[config.mk]
export PLATFORM = sky130hd
export DESIGN_NAME = three_channel_gate_step_sequencer_top
export DESIGN_NICKNAME = d
export VERILOG_FILES = /design/src/sv/tcgs_pkg.sv /design/src/sv/tcgs_apb_regs.sv /design/src/sv/tcgs_frame.sv /design/src/sv/three_channel_gate_step_sequencer_top.sv
export SDC_FILE = /design/constraint.sdc
export NUM_CORES = 1
export LEC_CHECK = 0
export BUFFER_PORTS_ARGS = -buffer_cell sky130_fd_sc_hd__buf_2
export CORE_MARGIN = 4
export CORE_UTILIZATION = 45
export DETAILED_ROUTE_END_ITERATION = 6
export GPL_TIMING_DRIVEN = 1
export HOLD_SLACK_MARGIN = 0.02
export PLACE_DENSITY = 0.69
export SYNTH_ARGS = -nofsm -noshare
export SYNTH_HDL_FRONTEND = slang
export SYNTH_SLANG_ARGS = --single-unit
[constraint.sdc]
create_clock -name i_clk -period 5.6 [get_ports i_clk]
set_input_delay 0.28 -clock i_clk [delete_from_list [all_inputs] [get_ports i_clk]]
set_output_delay 0.28 -clock i_clk [all_outputs]
set_load 0.01 [all_outputs]
[src/sv/tcgs_pkg.sv]
`default_nettype none
// ----------------------------------------------------------------------------
// tcgs_pkg
// Shared types and constants of the three-channel gate step sequencer.
// ----------------------------------------------------------------------------
package tcgs_pkg;

    localparam int STEPS        = 16;
    localparam int CHANNELS     = 3;
    localparam int IDX_W        = $clog2(STEPS);
    localparam int CS_W         = $clog2(STEPS + 1);
    localparam int STEP_COUNT_W = 5;
    localparam int TIME_W       = 16;
    localparam int DIV_W        = 8;
    localparam int DIV_OUT_W    = 4;
    localparam int LED_W        = 4;
    localparam int CFG_W        = 16;
    localparam int APB_DATA_W   = 32;
    localparam int APB_ADDR_W   = 3;

    localparam logic [DIV_W-1:0] DIV_FULL  = 8'hFF;
    localparam logic [CFG_W-1:0] DTW_RESET = 16'd1000;
    localparam logic [CFG_W-1:0] SDH_RESET = 16'd4000;

    localparam logic REG_DOUBLE_TAP_WINDOW = 1'b0;
    localparam logic REG_STEP_DISPLAY_HOLD = 1'b1;

    localparam logic [1:0] DIV_CODE_A = 2'd0;
    localparam logic [1:0] DIV_CODE_B = 2'd1;
    localparam logic [1:0] DIV_CODE_C = 2'd2;
    localparam logic [1:0] DIV_CODE_D = 2'd3;

    typedef struct packed {
        logic                    run_mode;
        logic                    shift_button;
        logic [CHANNELS-1:0]     channel_buttons;
        logic                    external_clock_select;
        logic                    clock_in_level;
        logic [TIME_W-1:0]       elapsed_count;
        logic [TIME_W-1:0]       internal_period;
        logic [STEP_COUNT_W-1:0] step_count;
        logic [1:0]              divider_base_raw;
    } t_in_item;

    typedef struct packed {
        logic [CHANNELS-1:0]  gate_outputs;
        logic                 clock_out;
        logic                 clock_pin_drives;
        logic [DIV_OUT_W-1:0] divider_outputs;
        logic [LED_W-1:0]     step_leds;
        logic                 timer_restart;
    } t_out_item;

    typedef struct packed {
        logic [CFG_W-1:0] double_tap_window;
        logic [CFG_W-1:0] step_display_hold;
    } t_cfg;

    function automatic logic [1:0] divider_shift(input logic [1:0] raw);
        logic [1:0] sh;
        sh = 2'd0;
        unique case (raw)
            DIV_CODE_A, DIV_CODE_B: sh = 2'd0;
            DIV_CODE_D:             sh = 2'd1;
            DIV_CODE_C:             sh = 2'd2;
        endcase
        return sh;
    endfunction

endpackage
`default_nettype wire

[src/sv/tcgs_apb_regs.sv]
`default_nettype none
// ----------------------------------------------------------------------------
// tcgs_apb_regs
// Configuration registers of the sequencer behind an APB-style port.
// ----------------------------------------------------------------------------
module tcgs_apb_regs (
    input  wire logic                             i_clk,
    input  wire logic                             i_rst_n,
    input  wire logic                             psel,
    input  wire logic                             penable,
    input  wire logic                             pwrite,
    input  wire logic [tcgs_pkg::APB_ADDR_W-1:0]  paddr,
    input  wire logic [tcgs_pkg::APB_DATA_W-1:0]  pwdata,
    output logic      [tcgs_pkg::APB_DATA_W-1:0]  prdata,
    output logic                                  pready,
    output tcgs_pkg::t_cfg                        o_cfg
);
    import tcgs_pkg::*;

    t_cfg r_cfg;
    logic wr_en;

    assign wr_en  = psel & penable & pwrite;
    assign pready = 1'b1;
    assign o_cfg  = r_cfg;

    always_ff @(posedge i_clk) begin
        if (!i_rst_n) begin
            r_cfg.double_tap_window <= DTW_RESET;
            r_cfg.step_display_hold <= SDH_RESET;
        end else if (wr_en) begin
            unique case (paddr[2])
                REG_DOUBLE_TAP_WINDOW: r_cfg.double_tap_window <= pwdata[CFG_W-1:0];
                REG_STEP_DISPLAY_HOLD: r_cfg.step_display_hold <= pwdata[CFG_W-1:0];
            endcase
        end
    end

    always_comb begin
        prdata = '0;
        unique case (paddr[2])
            REG_DOUBLE_TAP_WINDOW: prdata = APB_DATA_W'(r_cfg.double_tap_window);
            REG_STEP_DISPLAY_HOLD: prdata = APB_DATA_W'(r_cfg.step_display_hold);
        endcase
    end

endmodule
`default_nettype wire

[src/sv/tcgs_frame.sv]
`default_nettype none
// ----------------------------------------------------------------------------
// tcgs_frame
// Sequencer state and the per-frame update logic: tick detection, step
// advance, pattern editing, gate, clock, divider and LED outputs.
// ----------------------------------------------------------------------------
module tcgs_frame (
    input  wire logic                 i_clk,
    input  wire logic                 i_rst_n,
    input  wire logic                 i_en,
    input  wire tcgs_pkg::t_in_item   i_item,
    input  wire tcgs_pkg::t_cfg       i_cfg,
    output tcgs_pkg::t_out_item       o_result
);
    import tcgs_pkg::*;

    logic [CHANNELS-1:0]  r_pat [STEPS];
    logic [CS_W-1:0]      r_cs;
    logic [DIV_W-1:0]     r_div;
    logic [CS_W-1:0]      r_lsc;
    logic [CFG_W-1:0]     r_dhl;
    logic [CFG_W-1:0]     r_dtl;
    logic                 r_lse;
    logic                 r_lcl;
    logic [TIME_W-1:0]    r_lp;
    logic                 r_lsh;
    logic [CHANNELS-1:0]  r_lb;
    logic                 r_cko;
    logic [DIV_OUT_W-1:0] r_dl;
    logic [LED_W-1:0]     r_led;

    logic [CS_W-1:0]      n_cs;
    logic [DIV_W-1:0]     n_div;
    logic [CS_W-1:0]      n_lsc;
    logic [CFG_W-1:0]     n_dhl;
    logic [CFG_W-1:0]     n_dtl;
    logic                 n_lcl;
    logic [TIME_W-1:0]    n_lp;
    logic                 n_cko;
    logic [DIV_OUT_W-1:0] n_dl;
    logic [LED_W-1:0]     n_led;
    logic [CHANNELS-1:0]  n_row;
    logic [IDX_W-1:0]     idx;
    logic [CHANNELS-1:0]  gates;
    logic                 tick;

    function automatic logic [CS_W-1:0] step_inc(input logic [CS_W-1:0] cs,
                                                 input logic [CS_W-1:0] lim);
        logic [CS_W:0] t;
        t = {1'b0, cs} + 1'b1;
        return (t >= {1'b0, lim}) ? '0 : t[CS_W-1:0];
    endfunction

    always_comb begin
        logic [CS_W-1:0]     steps_c;
        logic [CFG_W-1:0]    dt_dec;
        logic                edge_sh;
        logic                run;
        logic                ext;
        logic [DIV_W-1:0]    div1;
        logic [DIV_W-1:0]    div2;
        logic [TIME_W-1:0]   half_lp;
        logic [CHANNELS-1:0] row;
        logic                gate_on;

        run     = i_item.run_mode;
        ext     = i_item.external_clock_select;
        half_lp = {1'b0, r_lp[TIME_W-1:1]};

        if (i_item.step_count == '0) begin
            steps_c = CS_W'(1);
        end else if (int'(i_item.step_count) > STEPS) begin
            steps_c = CS_W'(STEPS);
        end else begin
            steps_c = CS_W'(i_item.step_count);
        end

        dt_dec = (r_dtl != '0) ? r_dtl - 1'b1 : r_dtl;

        n_lsc = r_lsc;
        n_dhl = r_dhl;
        n_led = r_led;
        if (steps_c != r_lsc) begin
            n_lsc = steps_c;
            n_dhl = i_cfg.step_display_hold;
        end else if (r_dhl != '0) begin
            n_dhl = r_dhl - 1'b1;
            n_led = LED_W'(steps_c);
        end

        edge_sh = i_item.shift_button & ~r_lsh;
        n_cs    = r_cs;
        div1    = r_div;
        n_dtl   = dt_dec;
        if (edge_sh && run) begin
            if (dt_dec != '0) begin
                n_cs = steps_c;
                div1 = DIV_FULL;
            end
            n_dtl = i_cfg.double_tap_window;
        end

        n_cko = (ext && !r_lse) ? 1'b0 : r_cko;

        n_lcl = r_lcl;
        if (ext) begin
            tick  = i_item.clock_in_level & ~r_lcl;
            n_lcl = i_item.clock_in_level;
        end else begin
            tick = (run && edge_sh) || (i_item.elapsed_count > i_item.internal_period);
        end

        if (!run && edge_sh) begin
            n_cs = step_inc(r_cs, steps_c);
        end

        idx = (n_cs == CS_W'(STEPS)) ? '0 : n_cs[IDX_W-1:0];
        row = r_pat[idx];
        for (int i = 0; i < CHANNELS; i++) begin
            if (i_item.channel_buttons[i] && (i_item.shift_button || !r_lb[i])) begin
                if (run) begin
                    row[i] = ~i_item.shift_button;
                end else begin
                    row[i] = ~row[i];
                end
            end
        end
        n_row   = row;
        gate_on = !run || (i_item.elapsed_count < half_lp);
        gates   = gate_on ? row : '0;

        div2  = div1 + 1'b1;
        n_div = div1;
        n_lp  = r_lp;
        n_dl  = r_dl;
        if (tick) begin
            n_div = div2;
            if (run) begin
                n_cs = step_inc(n_cs, steps_c);
            end
            n_lp = i_item.elapsed_count;
            if (!ext) begin
                n_cko = 1'b1;
            end
            n_dl = DIV_OUT_W'((div2 ^ div1) >> divider_shift(i_item.divider_base_raw));
        end else if (i_item.elapsed_count > half_lp) begin
            if (!ext) begin
                n_cko = 1'b0;
            end
            n_dl = '0;
        end

        if (n_dhl == '0) begin
            n_led = LED_W'(n_cs);
        end

        o_result.gate_outputs     = gates;
        o_result.clock_out        = ~ext & n_cko;
        o_result.clock_pin_drives = ~ext;
        o_result.divider_outputs  = n_dl;
        o_result.step_leds        = n_led;
        o_result.timer_restart    = tick;
    end

    always_ff @(posedge i_clk) begin
        if (!i_rst_n) begin
            for (int i = 0; i < STEPS; i++) begin
                r_pat[i] <= '0;
            end
            r_cs  <= '0;
            r_div <= '0;
            r_lsc <= CS_W'(1);
            r_dhl <= '0;
            r_dtl <= '0;
            r_lse <= 1'b0;
            r_lcl <= 1'b0;
            r_lp  <= '0;
            r_lsh <= 1'b0;
            r_lb  <= '0;
            r_cko <= 1'b0;
            r_dl  <= '0;
            r_led <= '0;
        end else if (i_en) begin
            r_pat[idx] <= n_row;
            r_cs  <= n_cs;
            r_div <= n_div;
            r_lsc <= n_lsc;
            r_dhl <= n_dhl;
            r_dtl <= n_dtl;
            r_lse <= i_item.external_clock_select;
            r_lcl <= n_lcl;
            r_lp  <= n_lp;
            r_lsh <= i_item.shift_button;
            r_lb  <= i_item.channel_buttons;
            r_cko <= n_cko;
            r_dl  <= n_dl;
            r_led <= n_led;
        end
    end

endmodule
`default_nettype wire

[src/sv/three_channel_gate_step_sequencer_top.sv]
`default_nettype none
// ----------------------------------------------------------------------------
// three_channel_gate_step_sequencer_top
// Each item is one poll frame of a three-channel, 16-step gate sequencer.
// The block takes one item per clock while its result output is not stalled
// and returns exactly one result item for each. An item passes through an
// input register, the frame logic and a result register; the single update
// of the sequencer state per frame sets that rate. The pattern store is held
// in flip-flops and is cleared at reset, so the block is ready right after
// reset. The two configuration registers are written over the APB-style
// port; the user must write them only while the block is idle, as the block
// itself does not enforce this.
// ----------------------------------------------------------------------------
module three_channel_gate_step_sequencer_top (
    input  wire logic                             i_clk,
    input  wire logic                             i_rst_n,
    input  wire logic                             i_in_valid,
    output logic                                  o_in_stall,
    input  wire tcgs_pkg::t_in_item               i_in_data,
    output logic                                  o_out_valid,
    input  wire logic                             i_out_stall,
    output tcgs_pkg::t_out_item                   o_out_data,
    input  wire logic                             psel,
    input  wire logic                             penable,
    input  wire logic                             pwrite,
    input  wire logic [tcgs_pkg::APB_ADDR_W-1:0]  paddr,
    input  wire logic [tcgs_pkg::APB_DATA_W-1:0]  pwdata,
    output logic      [tcgs_pkg::APB_DATA_W-1:0]  prdata,
    output logic                                  pready
);
    import tcgs_pkg::*;

    t_cfg      cfg;
    t_in_item  r_in_data;
    logic      r_in_vld;
    logic      n_in_vld;
    t_out_item r_out_data;
    logic      r_out_vld;
    logic      n_out_vld;
    t_out_item result;
    logic      proc;
    logic      in_acc;

    tcgs_apb_regs u_regs (
        .i_clk   (i_clk),
        .i_rst_n (i_rst_n),
        .psel    (psel),
        .penable (penable),
        .pwrite  (pwrite),
        .paddr   (paddr),
        .pwdata  (pwdata),
        .prdata  (prdata),
        .pready  (pready),
        .o_cfg   (cfg)
    );

    tcgs_frame u_frame (
        .i_clk    (i_clk),
        .i_rst_n  (i_rst_n),
        .i_en     (proc),
        .i_item   (r_in_data),
        .i_cfg    (cfg),
        .o_result (result)
    );

    assign proc       = r_in_vld & (~r_out_vld | ~i_out_stall);
    assign o_in_stall = r_in_vld & ~proc;
    assign in_acc     = i_in_valid & ~o_in_stall;

    always_comb begin
        n_in_vld  = in_acc ? 1'b1 : (proc ? 1'b0 : r_in_vld);
        n_out_vld = proc ? 1'b1 : (i_out_stall ? r_out_vld : 1'b0);
    end

    always_ff @(posedge i_clk) begin
        if (!i_rst_n) begin
            r_in_vld  <= 1'b0;
            r_out_vld <= 1'b0;
        end else begin
            r_in_vld  <= n_in_vld;
            r_out_vld <= n_out_vld;
        end
    end

    always_ff @(posedge i_clk) begin
        if (in_acc) begin
            r_in_data <= i_in_data;
        end
        if (proc) begin
            r_out_data <= result;
        end
    end

    assign o_out_valid = r_out_vld;
    assign o_out_data  = r_out_data;

endmodule
`default_nettype wire

Word level (Yosys, flattened, before mapping)
Memory sizes are Yosys's and may differ from the RTL's.
Index checks and enable logic that the tools add are counted.
{"block": "word_totals", "regBits": 175, "ram_bits": 48, "output_inout_bits": 49, "memories": 1}
{"block": "classes", "n_addsub": 5, "order_cmp": 6, "eq_ne": 6, "shifts": 1, "n_mux": 48, "n_bitwise": 22, "n_reduce_logical": 30}
{"name": "u_frame.r_pat", "depth": 16, "width": 3, "read_ports": 1, "rd_clocked_by_memory_dff": 0, "wr": 16, "line": "tcgs_frame.sv:17", "text": "logic [CHANNELS-1:0] r_pat [STEPS];"}
{"operator": "$mux 16", "count": 4}
{"operator": "$pmux 32 s2", "count": 1}
{"operator": "$reduce_bool 16->1", "count": 3}
{"operator": "$mux 5", "count": 9}
{"operator": "$sub 16x1->16 const B", "count": 2}
{"operator": "$mux 4", "count": 7}
{"operator": "$mux 8", "count": 3}
{"operator": "$mux 1", "count": 21}
{"operator": "$gt 16x15->1", "count": 1}
{"operator": "$gt 16x16->1", "count": 1}
{"operator": "$logic_not 16->1", "count": 1}
{"operator": "$lt 16x15->1", "count": 1}
{"operator": "$add 5x1->6 const B", "count": 2}
{"operator": "$ge 6x5->1", "count": 2}
{"operator": "$not 1->1", "count": 12}
{"operator": "$reduce_and 2->1", "count": 5}
{"operator": "$add 8x1->8 const B", "count": 1}
{"operator": "$and 1x1->1", "count": 8}
{"operator": "$shr 8x2->4", "count": 1}
{"operator": "$xor 8x8->8", "count": 1}
{"operator": "$logic_and 1x1->1", "count": 6}
{"operator": "$pmux 2 s3", "count": 1}
{"operator": "$eq 5x5->1 const B", "count": 1}
{"operator": "$gt 5x5->1 const B", "count": 1}
{"operator": "14 further kinds", "count": 23}

Longest topological paths before layout
Gate-level depths: netlist (run 1).
An unclocked memory read counts as a cell.
{"block": "logic_depth", "word_depth": 13, "mapped_depth": 23}

Hierarchy
A second synthesis (run 1) with hierarchy kept.
{"block": "hier_totals", "hier_cells": 1281, "area_unflattened_um2": 12284.3}
{"mod": "tcgs_frame", "n_inst": 1, "cells_per_inst": 1048, "area_each_um2": 8770.9, "seq_area_each_um2": 2982.9}
{"mod": "three_channel_gate_step_sequencer_top", "n_inst": 1, "cells_per_inst": 68, "area_each_um2": 1885.6, "seq_area_each_um2": 1841.8}
{"mod": "tcgs_apb_regs", "n_inst": 1, "cells_per_inst": 165, "area_each_um2": 1627.8, "seq_area_each_um2": 640.6}

Least setup slack after synthesis (run 1)
OpenSTA, ideal clock, no wires.
{"block": "synth_path", "path_kind": "flip-flop to flip-flop", "startpoint": "register u_frame.r_dtl[3]", "endpoint": "register r_out_data, in the netlist o_out_data[12] (data pin)", "setup_ns": 0.291, "arrival_ns": 4.904, "required_ns": 5.309, "path_slack_ns": 0.405, "path_stages_with_launch": 22, "synth_period_minus_slack_ns": 5.195, "cell_sequence": "dfxtp_1 -> clkbuf_1 -> or4_1 -> buf_2 -> nor4_1 -> mux2i_1 -> o221ai_1 -> or4_1 -> buf_2 -> o31ai_2 -> nand2_1 -> inv_1 -> buf_2 -> ha_1 -> o211ai_1 -> a21oi_1 -> a22oi_1 -> o221ai_1 -> o221ai_2 -> nor4_2 -> buf_2 -> a311oi_2"}
{"block": "synth_between", "elab_chain_cells": 12, "elab_cells_between_ends": 13, "classes_between": "1 x add/sub; 1 x eq/ne; 7 x mux; 1 x bitwise; 2 x reduce/logical; 1 x memory"}
{"element": "start, declared", "line": "tcgs_frame.sv:22", "text": "logic [CFG_W-1:0] r_dtl;"}
{"element": "start signal, assigned", "line": "tcgs_frame.sv:189", "text": "r_dtl <= n_dtl;"}
{"element": "$sub 16x1->16 or $reduce_bool 16->1 (tied branches)", "line": "tcgs_frame.sv:78", "text": "dt_dec = (r_dtl != '0) ? r_dtl - 1'b1 : r_dtl;"}
{"element": "$mux 16 *", "line": "tcgs_frame.sv:78"}
{"element": "$reduce_bool 16->1 *", "line": "tcgs_frame.sv:96", "text": "if (dt_dec != '0) begin"}
{"element": "$mux 5 *", "line": "tcgs_frame.sv:96"}
{"element": "$mux 5 *", "line": "tcgs_frame.sv:95", "text": "if (edge_sh && run) begin"}
{"element": "$mux 5 *", "line": "tcgs_frame.sv:113", "text": "if (!run && edge_sh) begin"}
{"element": "$eq 5x5->1", "line": "tcgs_frame.sv:117", "text": "idx = (n_cs == CS_W'(STEPS)) ? '0 : n_cs[IDX_W-1:0];"}
{"element": "$mux 4 *", "line": "tcgs_frame.sv:117"}
{"element": "$mem_v2 16x3 *"}
{"element": "$not 1->1", "line": "tcgs_frame.sv:124", "text": "row[i] = ~row[i];"}
{"element": "$mux 1", "line": "tcgs_frame.sv:121", "text": "if (run) begin"}
{"element": "$mux 1 *", "line": "tcgs_frame.sv:120", "text": "if (i_item.channel_buttons[i] && (i_item.shift_button || !r_lb[i])) begin"}
{"element": "end signal, assigned", "line": "three_channel_gate_step_sequencer_top.sv:90", "text": "r_out_data <= result;"}
{"element": "end, declared", "line": "three_channel_gate_step_sequencer_top.sv:37", "text": "t_out_item r_out_data;"}
Mark *: on every way between the ends. The rest lies on a longest branch, timed or not.
A chain may end at the register's enable or synchronous reset.

==> metrics.md, run 1 <==
| Metric | Value |
|---|---|
| Drt first-iter violations | slightly above 700 |
| CTS tree | built |
| RSZ-0062 raised after global routing | false |
| First-pass GRT wire length | 52.3 mm |
| Lkg Pwr | roughly 5.8 nW |
| # rows | 60 |
| CP cell instances | inv_1 -> ha_1 -> nor4b_2 -> and4_1 -> buf_4 -> o21ai_0 -> o211ai_1 -> or4_4 -> o31ai_2 -> nand2_1 -> inv_1 -> ha_1 -> o211ai_1 -> a21oi_1 -> a22oi_1 -> o221ai_1 -> o221ai_2 -> or4_4 -> a311oi_1 |
| Reg clk slew, reported paths | around 0.06 ns |
| Routed len/inst | 17.4 um |
| Critical path buffers and inverters | 3 |
| Final setup fails | 0 |
| Worst r2r dst | u_frame.r_pat[9][1] |
| Critical path startpoint | u_frame.r_dtl[0] |
| Reg-to-reg setup timing slack | 0.27 ns |
| Starting Density | 0.456 |
| Number of global-route vias before repair | ~10,000 |
| DRC violations left | 4 |
| Root buf cell | clkbuf_16 |
| Critical Path End | u_frame.r_pat[9][1] |
| Clk_lat worst skew | ~0.54 ns |
| Worst Path Arrival | 5.67 ns |
| H-tree depth | 1 |
| Family with the most delay on the worst path | compound AO/OA/AOI/OAI gates |
| Global Route Usage Sum | 0.206 |
| Fin nets | between 1,500 and 2,000 |
| Setup TNS | 0 ns |
| Initial antenna violation count | 0 |
| Hold Path Class | in2reg |
| Yosys warns | 0 |
| EDFF count, synth | between 100 and 150 |
| Netlist cell types | 77 |
| Hold Path Origin | i_rst_n |
| Crit-path max FO | 17 |
| Critical path's slowest cell | or4_4 |
| Antenna Violating Nets Remaining | 0 |
| Routed WL | around 32 mm |
| Worst relative slew slack | 0.173 |
| Most common cell in the netlist | nand2_1 |
| CP Class | reg2reg |
| Seq/Total Area, Yosys | 0.444 |
| Max_cap viols | 0 |
| Post-route setup slack | 0.269 ns |
| Hold Fails Final Rpt | 0 |
| Core Footprint | between 20,000 and 30,000 um^2 |
| FF-to-FF path depth | 19 |
| Die width | around 170 um |
| Worst r2r src | u_frame.r_dtl[0] |
| Slowest stage delay, CP | 0.68 ns |
| Share of cells above drive strength 1 | 0.167 |
| Die height | between 150 and 200 um |
| Highest ir drop seen on vdd | 0.199 mV |
| Synth Instances | between 1,000 and 1,500 |
| Ports | ~140 |
| Synth Area in XOR/XNOR | 0.0150 |
| Req. time, crit path | just under 6 ns |
| P&R area growth vs syn | 19.1% |
| Dpl hpwl | between 20 and 25 mm |
| Main synth FF type | dfxtp_1 |
| Startpoint Class | flip-flop |
| Antenna Cells | 0 |
| P per Cell Area | around 310 nW/um^2 |
| Clk sink count | about 220 |
| Pin count of the biggest net entering global routing | 73 |
| Maximum root-to-sink buffer count | 3 |
| Clock skew | 0.0216 ns |
| Tcrit/Tclk final | 0.952 |
| First-pass DRT Iterations | 7 |
| Full die area | roughly 30,000 um^2 |
| Final min period | ~5.3 ns |
| Failing checks | DRC |
| Post-synth top cells | 161 x nand2_1, 125 x nor2_1, 114 x a21oi_1, 111 x dfxtp_1, 108 x edfxtp_1 |
| Synthesized area per cell | about 9.1 um^2 |
| GPL Wtd Cong | ~0.89 |
| Synthesized-area fraction occupied by adder cells | 0.0539 |
| Cell depth of the worst setup path | 19 |
| FF+latch count, synth | approximately 220 |
| Overflow after GRT | 0 |
| Status | complete, but fails checks |
| Post-Syn Area | ~12,000 um^2 |
| I/O Buffers | 101 |
| Crit. End Element | flip-flop |
| Share of the synthesized area in the top cell type | 0.264 |
| Via count | 10,700 |
| Average vias per placed instance | between 5 and 6 |
| CTS buffer count | 24 |
| Worst-Margin Slew | roughly 1.2 ns |
| Synth Area in Simple Gates | 0.197 |
| Dominant cell type by area after synthesis | edfxtp_1 |
| Area contributors post-synth | edfxtp_1 26%, dfxtp_1 18%, ha_1 5.4%, nand2_1 4.9%, a21oi_1 4.6% |
| Mux cell area share after synthesis | 0.0560 |
| Largest family of logic cells by synthesized area | simple AND/OR/NAND/NOR gates |
| Area fraction in compound gates after synthesis | 0.174 |
| Max Transition Viols Final | 0 |
| Worst setup slack after placement | approximately 0.11 ns |
| Ys async rst share | 0 |
| Fmax | ~190 MHz |
cells by family after synthesis:
group,count (synthesis)
other,2
muxes,66
adders and majority gates,53
AOI/OAI and AO/OA,330
buffers and inverters,169
DFF,219
and+or+nand+nor,499
xor gates and xnor gates,21
timing repair:
| item | CTS | global route |
|---|---|---|
| endpoints found under the hold margin | 80 | 0 |
| gates resized for setup | 1 | 10 |
| setup endpoints to repair | 1 | 61 |
| hold buffers | 64 | 0 |
| setup buffers | 0 | 2 |
stage by stage:
stage | util | area (um^2) | hold slack (ns) | power, W | cells
after global placement | 0.488 | 13100 | 0.438 | 0.00294 | 1753
after floorplan | - | 12400 | 0.379 | 0.00266 | 1374
after CTS | 0.542 | 14600 | 0.277 | 0.00460 | 1861
after detailed placement | 0.488 | 13100 | 0.443 | 0.00297 | 1753
final | 0.544 | 14700 | 0.314 | 0.00461 | 1863
after global routing | 0.544 | 14700 | 0.298 | 0.00483 | 1863
registers in the layout, summed over array words and instances (netlist names), 3 cells and up:
| name | count |
|---|---|
| u_frame.r_pat | 48 |
| r_in_data | 46 |
| u_regs.o_cfg | 32 |
| u_frame.r_dhl | 16 |
| u_frame.r_dtl | 16 |
| u_frame.r_lp | 15 |
| o_out_data | 14 |
| u_frame.r_cs | 5 |
| u_frame.r_div | 5 |
| u_frame.r_lsc | 5 |
| u_frame.r_dl | 4 |
| u_frame.r_led | 4 |
| u_frame.r_lb | 3 |
layout by cell type, fill, tap and decap left out, types with 58 or more instances in the layout:
master / netlist / routed
nor2_1: 125 / 124
a21oi_1: 114 / 113
edfxtp_1: 108 / 108
nand3_1: 59 / 59
inv_1: 59 / 58
nand2_1: 161 / 160
dlygate4sd3_1: 0 / 64
o21ai_0: 75 / 73
dfxtp_1: 111 / 111
buf_2: 12 / 101
report_power, final:
part | internal, W | switching, W
registers | 0.00177 | 0.0000782
clock network | 0.000951 | 0.000649
logic | 0.000466 | 0.000690
total | 0.00319 | 0.00142
how the worst min path moves through the flow:
stage | slack, ns | depth (start not counted) | to
after floorplan | 0.38 | 0 | r_in_data[0]
after global placement | 0.44 | 2 | u_frame.r_cko
after detailed placement | 0.44 | 2 | u_frame.r_cko
after CTS | 0.28 | 3 | u_regs.o_cfg[10]
after global routing | 0.30 | 3 | u_regs.o_cfg[25]
final | 0.31 | 3 | u_regs.o_cfg[25]
cell type report:
| type | instances | area, um^2 |
|---|---|---|
| Clock buffer | 41 | 781 |
| Fill cell | 2373 | 12300 |
| Tap cell | 341 | 427 |
| Multi-Input combinational cell | 986 | 6220 |
| Sequential cell | 219 | 5470 |
| Inverter | 63 | 236 |
| Timing Repair Buffer | 210 | 1480 |
| Clock inverter | 3 | 40.0 |
metal layers:
layer  GRT usage  up-vias  part of all wire
met5           0        -                 0
met4      0.0632        0             0.031
met3      0.0240       90             0.054
met2       0.343      362              0.47
met1       0.282     5070              0.44
li1            -     5221                 -
worst min-delay path: cells and delay by family:
family	cells	cell delay [ns]
buffers and inverters	2	0.39
and+or+nand+nor	1	0.13
(Power assumes the default switching activity.)
==> run 2: changes to the inputs <==
Settings changed: ABC_AREA from default to 1, CELL_PAD_IN_SITES_DETAIL_PLACEMENT from default to 1, CELL_PAD_IN_SITES_GLOBAL_PLACEMENT from default to 2, CORE_UTILIZATION 45 to 31, CTS_CLUSTER_DIAMETER from default to 200, PLACE_DENSITY 0.69 to 0.79.
==> metrics.md, run 2 <==
| Metric | Value |
|---|---|
| Initial antenna violation count | 1 (+1) |
| # rows | 70 (+17%) |
| Worst hold slack | 0.0514 ns (-0.263 ns) |
| DRC violations left | 0 (-4) |
| Tcrit/Tclk final | 0.843 (-0.109) |
| Req. time, crit path | 6.06 ns (+0.12 ns) |
| Seq/Total Area, Yosys | 0.466 (+0.0216) |
| Reg-to-reg setup timing slack | 0.88 ns (+0.61 ns) |
| Maximum root-to-sink buffer count | 3 (unchanged) |
| Ys async rst share | 0 (unchanged) |
| Worst Path Arrival | 5.18 ns (-0.49 ns) |
| Clock skew | 0.0110 ns (-0.0106 ns) |
| Worst relative slew slack | 0.331 (+0.158) |
| CTS resizes | 0 (-1) |
| Crit. End Element | flip-flop |
| Crit-path max FO | 13 (-4) |
| First-pass DRT Iterations | 5 (-2) |
| First-pass GRT wire length | 58.1 mm (+11%) |
| Synthesized area per cell | 7.78 um^2 (-14%) |
| Die width | 203 um (+17%) |
| Final min period | 4.72 ns (-0.612 ns) |
| Dpl hpwl | 24.7 mm (+14%) |
| Max Transition Viols Final | 0 (unchanged) |
| Clk sink count | 219 (unchanged) |
| Worst-Margin Slew | 1.00 ns (-0.232 ns) |
| Fin nets | 1,793 (+9.0%) |
| Starting Density | 0.317 (-0.139) |
| Main synth FF type | dfxtp_1 |
| Area contributors post-synth | edfxtp_1 28%, dfxtp_1 19%, nand2_1 12%, nor2_1 5.7%, o21ai_0 5.7% |
| H-tree depth | 1 (unchanged) |
| Commonest non-fill, non-tap cells in the layout | 373 x nand2_1, 178 x nor2_1, 163 x inv_1, 133 x o21ai_0, 111 x dfxtp_1 |
| Fmax | 212 MHz (+13%) |
| Via count | 10,400 (-3.1%) |
| P per Cell Area | 310 nW/um^2 (-1.4%) |
| Average vias per placed instance | 4.78 (-17%) |
| Drt first-iter violations | 523 (-26%) |
| P&R area growth vs syn | 20.2% |
| Number of global-route vias before repair | 11,100 (+9.0%) |
| Reg clk slew, reported paths | 0.06 ns (about the same) |
| Die height | 203 um (+17%) |
| Final setup fails | 0 (unchanged) |
| Worst r2r src | u_frame.r_dtl[0] |
| Most common library cell in the layout ignoring fill and taps | nand2_1 |
| EDFF count, synth | 108 (unchanged) |
| Share of cells above drive strength 1 | 0.111 (-0.0562) |
| I/O Buffers | 101 (unchanged) |
| Hold path cells | 3 (unchanged) |
| Highest ir drop seen on vdd | 0.253 mV (+27%) |
| Max reg flops | 48 (unchanged) |
| RSZ-0062 raised after global routing | false |
| Clk_lat worst skew | 0.53 ns (about the same) |
| Overflow after GRT | 0 (unchanged) |
| Share of the synthesized area in the top cell type | 0.276 (+0.0128) |
| Core Footprint | 37,000 um^2 (+37%) |
| Hold Fails Final Rpt | 0 (unchanged) |
| CP Class | reg2reg |
| Dominant cell type by area after synthesis | edfxtp_1 |
| Startpoint Class | flip-flop |
| Antenna Violating Nets Remaining | 0 (unchanged) |
| Post-Syn Area | 11,700 um^2 (-4.6%) |
| FF-to-FF path depth | 26 (+7) |
| Netlist cell types | 46 (-40%) |
| CTS buffer count | 26 (+8.3%) |
| Lkg Pwr | 6.38 nW (+11%) |
| Most common cell in the netlist | nand2_1 |
| Worst r2r dst | u_frame.r_led[2] |
| Hold Path Class | in2reg |
| Post-synth top cells | 373 x nand2_1, 179 x nor2_1, 164 x inv_1, 133 x o21ai_0, 111 x dfxtp_1 |
| FF+latch count, synth | 219 (unchanged) |
| Synth Instances | 1,507 (+11%) |
| Full die area | 41,000 um^2 (+37%) |
| Routed len/inst | 16.2 um (-6.7%) |
| Routed WL | 35.3 mm (+9.0%) |
| Setup TNS | 0 ns (unchanged) |
| Ports | 137 (unchanged) |
| Root buf cell | clkbuf_16 |
| GPL Wtd Cong | 0.805 (-9.7%) |
| Top reg by flops | u_frame.r_pat |
| Status | completed |
| Max_cap viols | 0 (unchanged) |
| Global Route Usage Sum | 0.171 (-0.0344) |
| CTS tree | built |
| Setup Buffers After CTS | 0 (unchanged) |
| WHS Endpoint | r_in_vld |
| Yosys warns | 0 (unchanged) |
| Pin count of the biggest net entering global routing | 87 (+19%) |
| Hold Path Origin | i_in_valid |
run 2: cell count changes in the layout (fill, tap and decap cells not counted), sizes merged, moves of 23 or more:
| cell | change |
|---|---|
| inv | +103 |
| nor2 | +68 |
| a21oi | -38 |
| mux2 | -23 |
| nor4 | -40 |
| nand2 | +222 |
| buf | -35 |
| o21ai | +62 |
| mux2i | -43 |
| nand3 | +35 |
run 2: worst max-delay path by stage:
stage / startpoint / endpoint / slack, ns / cells after the start
2_1_floorplan: u_frame.r_cs[0] / u_frame.r_led[2] / 1.51 / 24
3_3_place_gp: u_frame.r_dtl[0] / u_frame.r_led[2] / 1.01 / 27
3_5_place_dp: u_frame.r_dtl[0] / u_frame.r_led[2] / 0.90 / 27
4_1_cts: u_frame.r_dtl[0] / u_frame.r_led[2] / 0.84 / 26
5_1_grt: u_frame.r_dtl[0] / u_frame.r_led[1] / 0.39 / 28
6_report: u_frame.r_dtl[0] / u_frame.r_led[2] / 0.88 / 26
run 2: through the flow:
step | util | cells | cell area, um^2 | setup slack, ns | power (W)
after CTS | 0.381 | 2176 | 14100 | 0.840 | 0.00444
after floorplan | - | 1522 | 11800 | 1.51 | 0.00246
after detailed placement | 0.342 | 2067 | 12600 | 0.901 | 0.00269
after global placement | 0.342 | 2067 | 12600 | 1.01 | 0.00267
after global routing | 0.381 | 2176 | 14100 | 0.387 | 0.00463
final | 0.382 | 2177 | 14100 | 0.881 | 0.00437
run 2: area by class of cell:
class / instances / area (um^2)
fill: 4512 / 22900
sequential: 219 / 5470
multi-input combinational: 1064 / 5320
timing repair buffer: 172 / 1190
clock buffer: 36 / 773
inverter: 169 / 634
tap: 504 / 631
clock inverter: 12 / 88.8
antenna: 1 / 2.50
run 2: cells by family after synthesis:
group / count (synthesis) / synth area share
buffers and inverters: 239 / 0.0869
other: 2 / 0.000640
flip-flops: 219 / 0.466
XOR/XNOR: 20 / 0.0149
adder cells (fa/ha/maj): 53 / 0.0565
AND/OR/NAND/NOR: 706 / 0.250
AO/OA/AOI/OAI: 268 / 0.125
run 2: power breakdown:
part	internal [W]	switching [W]	total (W)	leakage, nW
clock network	0.00101	0.000677	0.00169	0.419
logic	0.000285	0.000561	0.000846	3.97
registers	0.00178	0.0000612	0.00184	1.99
run 2: repair_timing:
item                                    4_1_cts  5_1_grt
endpoints found under the setup margin        0        0
hold buffers                                 61        0
endpoints found under the hold margin        75        0
run 2: critical path, cell delays in order, from the launching register on:
cell      delay (ns)
dfxtp_1         0.33
inv_1           0.12
ha_1            0.19
nand2_1         0.07
nor2_1          0.11
nand3_1         0.10
buf_4           0.20
nand2_1         0.07
nand3_1         0.09
nor2_1          0.12
nand2_1         0.14
o21ai_4         0.29
a21oi_1         0.09
o21ai_0         0.13
nand2_1         0.16
inv_1           0.23
ha_1            0.30
ha_1            0.28
a21boi_0        0.13
o21a_1          0.18
o21ai_0         0.16
nand2_1         0.08
a211oi_1        0.34
nand2_1         0.16
o21ai_0         0.27
o21ai_0         0.15
a21oi_1         0.14
run 2: routing by layer:
metal  vias to the layer above  part of all wire  wire, um  GRT usage
li1                       5235                 -         -          -
met1                      4968              0.45     16000      0.221
met2                       165              0.49     17100      0.308
met3                        46             0.036      1270     0.0208
met4                         0             0.023       828     0.0395
met5                         -                 0         0          0
==> run 3: changes to the inputs <==
Clock period 5.6 ns to 4.16 ns, I/O delays scaled along.
==> metrics.md, run 3 (synthesis results as in run 2) <==
| Metric | Value |
|---|---|
| Status | completed |
| Lkg Pwr | 6.85 nW (+7.5%) |
| Total power | 0.00620 W (+42%) |
| Worst-Margin Slew | 0.999 ns (-0.00503 ns) |
| Overflow after GRT | 0 (unchanged) |
| Fmax | 244 MHz (+15%) |
| CTS buffer count | 26 (unchanged) |
| First-pass GRT wire length | 59.1 mm (+1.6%) |
| Slowest stage delay, CP | 0.37 ns (+0.03 ns) |
| Hold Path Origin | i_rst_n |
| Final min period | 4.10 ns (-0.618 ns) |
| Pin count of the biggest net entering global routing | 87 (unchanged) |
| Max Transition Viols Final | 0 (unchanged) |
| Antenna Cells | 0 (-1) |
| Worst r2r dst | u_frame.r_pat[11][0] |
| Hold path cells | 3 (unchanged) |
| Worst r2r src | u_frame.r_dtl[5] |
| Highest ir drop seen on vdd | 0.343 mV (+35%) |
| Full die area | 41,000 um^2 (unchanged) |
| Fillers | 4,505 (-0.16%) |
| Starting Density | 0.317 (unchanged) |
| I/O Buffers | 101 (unchanged) |
| Tcrit/Tclk final | 0.986 (+0.143) |
| Post-Route Utilization | 0.410 (+0.0283) |
| GPL Wtd Cong | 0.817 (+1.6%) |
| Post-route setup slack | 0.0595 ns (-0.822 ns) |
| # rows | 70 (unchanged) |
| Reg clk slew, reported paths | 0.06 ns (about the same) |
| H-tree depth | 1 (unchanged) |
| Initial antenna violation count | 1 (unchanged) |
| Startpoint Class | flip-flop |
| CP Class | reg2reg |
| Commonest non-fill, non-tap cells in the layout | 348 x nand2_1, 166 x nor2_1, 158 x inv_1, 122 x o21ai_0, 108 x edfxtp_1 |
| Crit. End Element | flip-flop |
| Number of global-route vias before repair | 11,200 (+0.98%) |
| Multi-input logic area | 5600 um^2 (+5.4%) |
| Average vias per placed instance | 4.77 (-0.23%) |
| Dpl hpwl | 25.9 mm (+5.2%) |
| Worst Path Arrival | 4.39 ns (-0.79 ns) |
| Worst relative slew slack | 0.330 (-0.000764) |
| RSZ-0062 raised after global routing | true |
| Global Route Usage Sum | 0.176 (+0.00431) |
| CTS tree | built |
| Maximum root-to-sink buffer count | 3 (unchanged) |
| Reg-to-reg setup timing slack | 0.06 ns (-0.82 ns) |
| Antenna Violating Nets Remaining | 0 (unchanged) |
| Drt first-iter violations | 392 (-25%) |
| Storage cell area | 5480 um^2 (+0.34%) |
| Top reg by flops | u_frame.r_pat |
| Critical path's slowest cell | dfxtp_4 |
| Req. time, crit path | 4.45 ns (-1.61 ns) |
| Max reg flops | 48 (unchanged) |
| Die height | 203 um (unchanged) |
| Root buf cell | clkbuf_16 |
| Ports | 137 (unchanged) |
| Core Footprint | 37,000 um^2 (unchanged) |
| P per Cell Area | 409 nW/um^2 (+32%) |
| Final setup fails | 0 (unchanged) |
| Max_cap viols | 0 (unchanged) |
| Fin nets | 1,878 (+4.7%) |
| Cell Count, Final, Fillers Out | 2,261 (+3.9%) |
| DRC violations left | 0 (unchanged) |
| Hold Fails Final Rpt | 0 (unchanged) |
| FF-to-FF path depth | 30 (+15%) |
| CP most frequent cell | nand2_1 |
| Clk sink count | 219 (unchanged) |
| P&R area growth vs syn | 29.1% |
| Most common library cell in the layout ignoring fill and taps | nand2_1 |
| Clock skew | 0.0142 ns (+0.00323 ns) |
| Placed Instances | 2,119 (+2.5%) |
| Crit-path max FO | 9 (-4) |
| Routed len/inst | 16.7 um (+2.9%) |
| Worst setup slack after placement | -0.209 ns (-1.11 ns) |
| Die width | 203 um (unchanged) |
| WHS Endpoint | u_frame.r_lp[14] |
| Hold Path Class | in2reg |
| Via count | 10,800 (+3.6%) |
| Clk_lat worst skew | 0.54 ns (about the same) |
| Routed WL | 37.7 mm (+6.9%) |
| Share of cells above drive strength 1 | 0.189 (+0.0783) |
| First-pass DRT Iterations | 4 (-1) |
-- run 3: timing repair --
action / in CTS / in global routing
resized for setup: 11 / 101
setup buffers: 3 / 22
endpoints found under the hold margin: 80 / 0
pin swaps: 3 / 34
cloned: 0 / 5
endpoints found under the setup margin: 62 / 64
hold buffers: 64 / 0
-- run 3: critical path, delay by kind of cell (launching register included) --
family                   cells  cell delay, ns
flip-flops                   1            0.37
buffers and inverters        6            0.84
AO/OA/AOI/OAI                4            0.58
AND/OR/NAND/NOR             19            1.84
adder cells (fa/ha/maj)      1            0.19
-- run 3: power breakdown --
part | internal (W) | switching (W) | total, W
sequential | 0.00239 | 0.0000827 | 0.00248
combinational | 0.000602 | 0.000882 | 0.00148
clock | 0.00132 | 0.000920 | 0.00224
total | 0.00432 | 0.00188 | 0.00620
-- run 3: metrics by stage --
stage          TNS, ns  hold WS (ns)  instance area (um^2)
6_report             0        0.0786                 15100
3_5_place_dp     -1.85         0.387                 13100
3_3_place_gp         0         0.385                 13100
2_1_floorplan        0         0.307                 11800
5_1_grt          -7.01        0.0988                 15100
4_1_cts              0        0.0687                 14600
-- run 3: per-layer routing --
layer  up-vias  GRT usage  share of wire
li1       5405          -              -
met1      5147      0.223           0.44
met2       185      0.318           0.50
met3        54     0.0228          0.038
met4         0     0.0429          0.026
met5         -          0              0
-- run 3: cell type report --
type	instances	share of cell area
multi-input combinational	1066	0.370
sequential	219	0.362
inverter	169	0.0425
timing repair buffer	255	0.129
tap	504	0.0416
clock buffer	36	0.0470
clock inverter	12	0.00793
-- run 3: worst max-delay path by stage --
| stage | from | endpoint | slack, ns | cells past startpoint |
|---|---|---|---|---|
| 5_1_grt | u_frame.r_dtl[5] | u_frame.r_pat[2][0] | -0.17 | 30 |
| 2_1_floorplan | u_frame.r_cs[0] | u_frame.r_led[2] | 0.07 | 24 |
| 6_report | u_frame.r_dtl[5] | u_frame.r_pat[11][0] | 0.06 | 30 |
| 3_3_place_gp | u_frame.r_dtl[0] | u_frame.r_led[2] | 0.007 | 26 |
| 4_1_cts | u_frame.r_dtl[2] | u_frame.r_led[0] | 0.01 | 30 |
| 3_5_place_dp | u_frame.r_dtl[0] | u_frame.r_led[2] | -0.21 | 26 |
